[config.mk]
export PLATFORM = sky130hd
export DESIGN_NAME = vip_div_step
export DESIGN_NICKNAME = d
export VERILOG_FILES = /design/src/sv/vip_pkg.sv /design/src/sv/vip_div_step.sv
export SDC_FILE = /design/constraint.sdc
export NUM_CORES = 1
export LEC_CHECK = 0
export ABC_AREA = 1
export BUFFER_PORTS_ARGS = -buffer_cell sky130_fd_sc_hd__buf_2
export CAP_MARGIN = 40
export CORE_UTILIZATION = 25
export CTS_CLUSTER_SIZE = 12
export DETAILED_ROUTE_END_ITERATION = 8
export GPL_ROUTABILITY_DRIVEN = 0
export PLACE_DENSITY = 0.56
export SYNTH_ARGS = -nofsm -noshare
export SYNTH_HDL_FRONTEND = slang
export SYNTH_SLANG_ARGS = --single-unit
[constraint.sdc]
create_clock -name clock -period 4.1 [get_ports clock]
set_input_delay 0.82 -clock clock [delete_from_list [all_inputs] [get_ports clock]]
set_output_delay 0.82 -clock clock [all_outputs]
set_load 0.01 [all_outputs]
[src/sv/vip_pkg.sv]
package vip_pkg;

   localparam int VOXEL_W    = 16;
   localparam int MODE_W     = 2;
   localparam int DIM_XY_W   = 9;
   localparam int DIM_Z_W    = 11;
   localparam int CSR_IDX_W  = 2;
   localparam int CSR_DATA_W = 11;
   localparam int DIV_STEPS  = 2;
   localparam int DIV_STAGES = VOXEL_W / DIV_STEPS;

   // projection kinds; the unused code acts as maximum
   localparam logic [MODE_W-1:0] MODE_MAX    = 2'd0;
   localparam logic [MODE_W-1:0] MODE_MIN    = 2'd1;
   localparam logic [MODE_W-1:0] MODE_AVG    = 2'd2;
   localparam logic [MODE_W-1:0] MODE_UNUSED = 2'd3;

   // register indexes
   localparam logic [CSR_IDX_W-1:0] CSR_MODE  = 2'd0;
   localparam logic [CSR_IDX_W-1:0] CSR_DIM_X = 2'd1;
   localparam logic [CSR_IDX_W-1:0] CSR_DIM_Y = 2'd2;
   localparam logic [CSR_IDX_W-1:0] CSR_DIM_Z = 2'd3;

   localparam logic [MODE_W-1:0]   MODE_RESET  = MODE_MAX;
   localparam logic [DIM_XY_W-1:0] DIM_X_RESET = 9'd256;
   localparam logic [DIM_XY_W-1:0] DIM_Y_RESET = 9'd256;
   localparam logic [DIM_Z_W-1:0]  DIM_Z_RESET = 11'd128;

   // control that travels with the accumulator value
   typedef struct packed {
      logic valid;
      logic avg;
      logic last_pixel;
   } acc_ctl_type;

   // one beat inside the divider pipeline
   typedef struct packed {
      logic                 valid;
      logic                 avg;
      logic                 last_pixel;
      logic [DIM_Z_W-1:0]   rem;
      logic [VOXEL_W-1:0]   num;
   } div_stage_type;

endpackage

[src/sv/vip_div_step.sv]
module vip_div_step (
   input  logic                         clock,
   input  logic                         reset,
   input  logic [vip_pkg::DIM_Z_W-1:0]  nz,
   input  vip_pkg::div_stage_type       in_data,
   output logic                         in_ready,
   output vip_pkg::div_stage_type       out_data,
   input  logic                         out_ready
);

   vip_pkg::div_stage_type stage_ff;
   vip_pkg::div_stage_type stage_in;

   logic [vip_pkg::DIM_Z_W:0]   shifted;
   logic                        ge;
   logic [vip_pkg::DIM_Z_W-1:0] rem;
   logic [vip_pkg::VOXEL_W-1:0] num;

   assign in_ready = !stage_ff.valid || out_ready;

   // two restoring division steps on average beats; the remainder stays below nz
   always_comb begin
      rem = in_data.rem;
      num = in_data.num;
      shifted = '0;
      ge = 1'b0;
      if (in_data.avg) begin
         for (int i = 0; i < vip_pkg::DIV_STEPS; i++) begin
            shifted = {rem, num[vip_pkg::VOXEL_W-1]};
            ge      = shifted >= {1'b0, nz};
            rem     = ge ? vip_pkg::DIM_Z_W'(shifted - {1'b0, nz})
                         : shifted[vip_pkg::DIM_Z_W-1:0];
            num     = {num[vip_pkg::VOXEL_W-2:0], ge};
         end
      end
      stage_in     = in_data;
      stage_in.rem = rem;
      stage_in.num = num;
   end

   always_ff @(posedge clock) begin
      if (reset) begin
         stage_ff.valid <= 1'b0;
      end else if (in_ready) begin
         stage_ff.valid <= in_data.valid;
      end
      if (in_ready) begin
         stage_ff.avg        <= stage_in.avg;
         stage_ff.last_pixel <= stage_in.last_pixel;
         stage_ff.rem        <= stage_in.rem;
         stage_ff.num        <= stage_in.num;
      end
   end

   assign out_data = stage_ff;

endmodule
# After elaboration in Yosys (flattened, before gate mapping)
# Index checks and enable logic that the tools add are counted.
# totals
regBits	30
word_cells	15
output_inout_bits	31
# classes
n_addsub	2
n_mux	4
n_reduce_logical	2
order_cmp	2
# ops
op	n
$mux 11	3
$ge 12x11->1	2
$sub 11x11->11	2
$mux 16	1
$logic_not 1->1	1
$logic_or 1x1->1	1

# Depth between registers and ports, before layout
# logic_depth
depth_word	5
mapped_depth	27

# Worst setup path before layout
# OpenSTA, ideal clock, no wires.
# synth_path
path_type	input to register
start	in in_data[15] (netlist name)
end	reg stage_ff, in the netlist out_data[26] (data pin)
t_arrival_ns	3.560
required_ns	3.845
path_stages	26
path_buffers	2
slack_ns	0.286
setup_time_ns	0.255
cell_sequence	inv_1 ha_1 fa_1 inv_1 nand3_1 nand2_2 nand3_1 nand4_1 buf_4 nand2_1 nand2_1 inv_1 ha_1 nand2_1 inv_1 nand2_1 nand2_1 nand2_1 nand3_1 nand2_1 nand2_1 inv_1 nand3_2 buf_6 a21oi_2 nand2_1
# synth_between
elab_chain_cells	5
elab_cells_between_ends	7
classes_between	add/sub (2); order compare (2); mux (3)
# synth_rtl
item	line	text
start: declaration	vip_div_step.sv:5	input vip_pkg::div_stage_type in_data,
$sub 11x11->11 or $ge 12x11->1 (tied branches)	vip_div_step.sv:31, vip_div_step.sv:30	
$mux 11 (*)	vip_div_step.sv:31	rem = ge ? vip_pkg::DIM_Z_W'(shifted - {1'b0, nz})
$sub 11x11->11 or $ge 12x11->1 (tied branches)	vip_div_step.sv:31, vip_div_step.sv:30	
$mux 11 (*)	vip_div_step.sv:31	
$mux 11 (*)	vip_div_step.sv:27	if (in_data.avg) begin
via rem (one bit)	vip_div_step.sv:16	logic [vip_pkg::DIM_Z_W-1:0] rem;
end: declaration	vip_div_step.sv:11	vip_pkg::div_stage_type stage_ff;
# The timed path passes the listed nets; every way through them passes the cells marked *.
# A chain may end at the register's enable or synchronous reset.

# Worst setup path after layout
# layout_path
start	in in_data[15] (netlist name)
end	reg stage_ff, in the netlist out_data[19] (data pin)
# The elaborated chain is that of the path after synthesis.

==> flow_summary.ini <==
[status]
outcome = completed

[floorplan]
die_w_um = 109.1
num_rows = 38
core_mm2 = 0.01103
die_area_mm2 = 0.01191
fp.dieH_um = 109.1
initial_utilization_pct = 26.01
ios = 75

[cts]
root_buffer = clkbuf_16
cts_tree = done
cts_sinks = 30
htreeDepth = 2
cts_buffers = 5
insertion_delay_ns = 0.27
clk_pin_slew_worst_paths_ns = 0.05
cts_buffer_depth = 2
hold_buffers = 0

[route]
drt-total-wl_mm = 8.442
wire_per_inst_um = 12.97
vias_per_cell = 4.530
num_vias = 2949
drc = 0
first_iter_violations = 223
firstDrtPassIters = 5
drtAntennaViolNets = 0

[timing]
finalHoldViolCount = 0
whs_ns = 0.7025
worstMarginPinSlew_ns = 0.6733
period_needed_ns = 3.870
clock.fmax_mhz = 258.4
finalSetupViolCount = 0
postLayoutSetupSlackWorst_ns = 0.2301
max_slew_margin_pct = 55.07
slew_violations = 0
final.setup.tns_ns = 0
fin_worst_skew_ns = 0.002510
fin_crit_sh_pct = 94.39

[finish]
largest_reg_flops = 30
syn_to_final_growth_pct = 28.39
antennaDiodeCount = 0
drive_gt1_share_pct = 24.66
final_nets = 578
multi_input_area_mm2 = 0.001659
regArea_um2 = 890.9
fillers = 1206

[setup_path]
crit_type = input pin to register
worstPathArrival_ns = 3.89
critPathRequiredTime_ns = 4.12
r2r_setup_slack_ns = 3.04
crit_path_frequent_cell = nand2_1
r2r_end = out_data[8]
path_buf_inv = 6
worst_r2r_startpoint = out_data[29]
end_kind = register
cp_top_family = simple AND/OR/NAND/NOR gates
max_stage_delay_ns = 0.40
cp_max_fo = 6
ff2ff_path_depth = 2
crit_slowest_cell = fa_1
startpoint_type = input pin

[min_path]
min_to = out_data[29]
hold_depth = 2
hold_start = reset
hp-class = input pin to register

[power]
p_leak_nw = 2.029
ir_drop_uv = 281.5
p_per_area_mw_per_mm2 = 364.3

[logic_synthesis]
async_reset_ff_share_pct = 0
ys_seq_area_share_pct = 31.05
yosysTopAreaCell = edfxtp_1
ys_top_cells_by_area = edfxtp_1 30%, nand2_1 18%, inv_1 10%, ha_1 9.6%, nand3_1 5.9%
synth_top_area_share_pct = 30.35
synth_commonest_cells = 140 x nand2_1, 77 x inv_1, 34 x nand3_1
synth-main-ff-cell = edfxtp_1
syn_area_mm2 = 0.002869
synth_edf_count = 29
synth_nets = 485
ys_types = 31
synth_area_per_cell_um2 = 6.880
synth-seq-cells = 30
yosysWarnings = 0
synth.most_common_cell = nand2_1
netlist_instances = 417

[flow_run]
cap_violations = 0

[placement]
io_buffer_count = 74
place_ws_ns = -0.06885
dp_hpwl_mm = 7.008

[grt]
grt_pass1_wl_mm = 13.37
antenna_found_initial = 0
grt_usage_pct = 14.44
grt_pass1_vias = 2758
grt-ovfl-total = 0
grt_max_degree = 32
cell families (layout without fill, tap and decap cells):
kind of cell / Yosys count / after routing / synth area share [%]
simple gates: 230 / 231 / 35.59
buf+inv: 88 / 181 / 12.30
compound gates: 35 / 35 / 7.022
flops: 30 / 30 / 31.05
fa+ha+maj: 24 / 24 / 10.99
xor+xnor: 10 / 10 / 3.053
worst max-delay path by stage:
stage / start / end / slack, ns / cells after the start
2_1_floorplan: in_data[15] / out_data[26] / 0.29 / 26
3_3_place_gp: nz[0] / out_data[17] / 0.03 / 26
3_5_place_dp: nz[0] / out_data[26] / -0.07 / 25
4_1_cts: nz[0] / out_data[0] / 0.19 / 25
5_1_grt: in_data[15] / out_data[19] / -0.04 / 26
6_report: in_data[15] / out_data[19] / 0.23 / 26
power breakdown:
group / internal, mW / total [mW] / switching (mW)
sequential: 0.391 / 0.402 / 0.0108
clock: 0.220 / 0.332 / 0.112
combinational: 0.239 / 0.608 / 0.368
per-stage QoR:
| step | instance area [um2] | util (%) | total power [mW] | instances |
|---|---|---|---|---|
| global route | 3684 | 33.39 | 1.447 | 651 |
| detailed placement | 3512 | 31.84 | 0.9939 | 642 |
| floorplan | 2869 | - | 0.7938 | 417 |
| CTS | 3650 | 33.09 | 1.334 | 650 |
| finish | 3684 | 33.39 | 1.342 | 651 |
| global placement | 3512 | 31.84 | 0.9901 | 642 |
per-layer routing:
metal,vias up,share of wire [%],global-route usage (%)
li1,1516,-,-
met1,1304,48,19.37
met5,-,0,0
met4,0,2.4,5.598
met2,114,42,23.54
met3,15,7.1,1.674
area by class of cell:
class	count	area share, %
clock inverters	2	0.2378
flip-flops and latches	30	24.18
multi-input cells	300	45.04
clock buffers	6	3.499
inverters	78	7.948
repair buffers	95	14.33
well taps	140	4.755
cells in the final DEF (no fill, tap or decap), types with 6 or more instances in the layout:
master / count
o21ai_0: 19
inv_1: 77
nand3_1: 34
xor2_1: 7
buf_2: 74
a21oi_1: 7
nand2_1: 137
ha_1: 21
edfxtp_1: 29
nand3b_1: 6
nor2_1: 21
buf_4: 21
nand2_2: 11
nand4_1: 13
repair_timing:
action                                  CTS  global route
resized for setup                         0             8
endpoints found under the setup margin    0            12
endpoints found under the hold margin     0             0
setup buffers                             0             0
No activity file was read; power rests on OpenSTA's default activity.
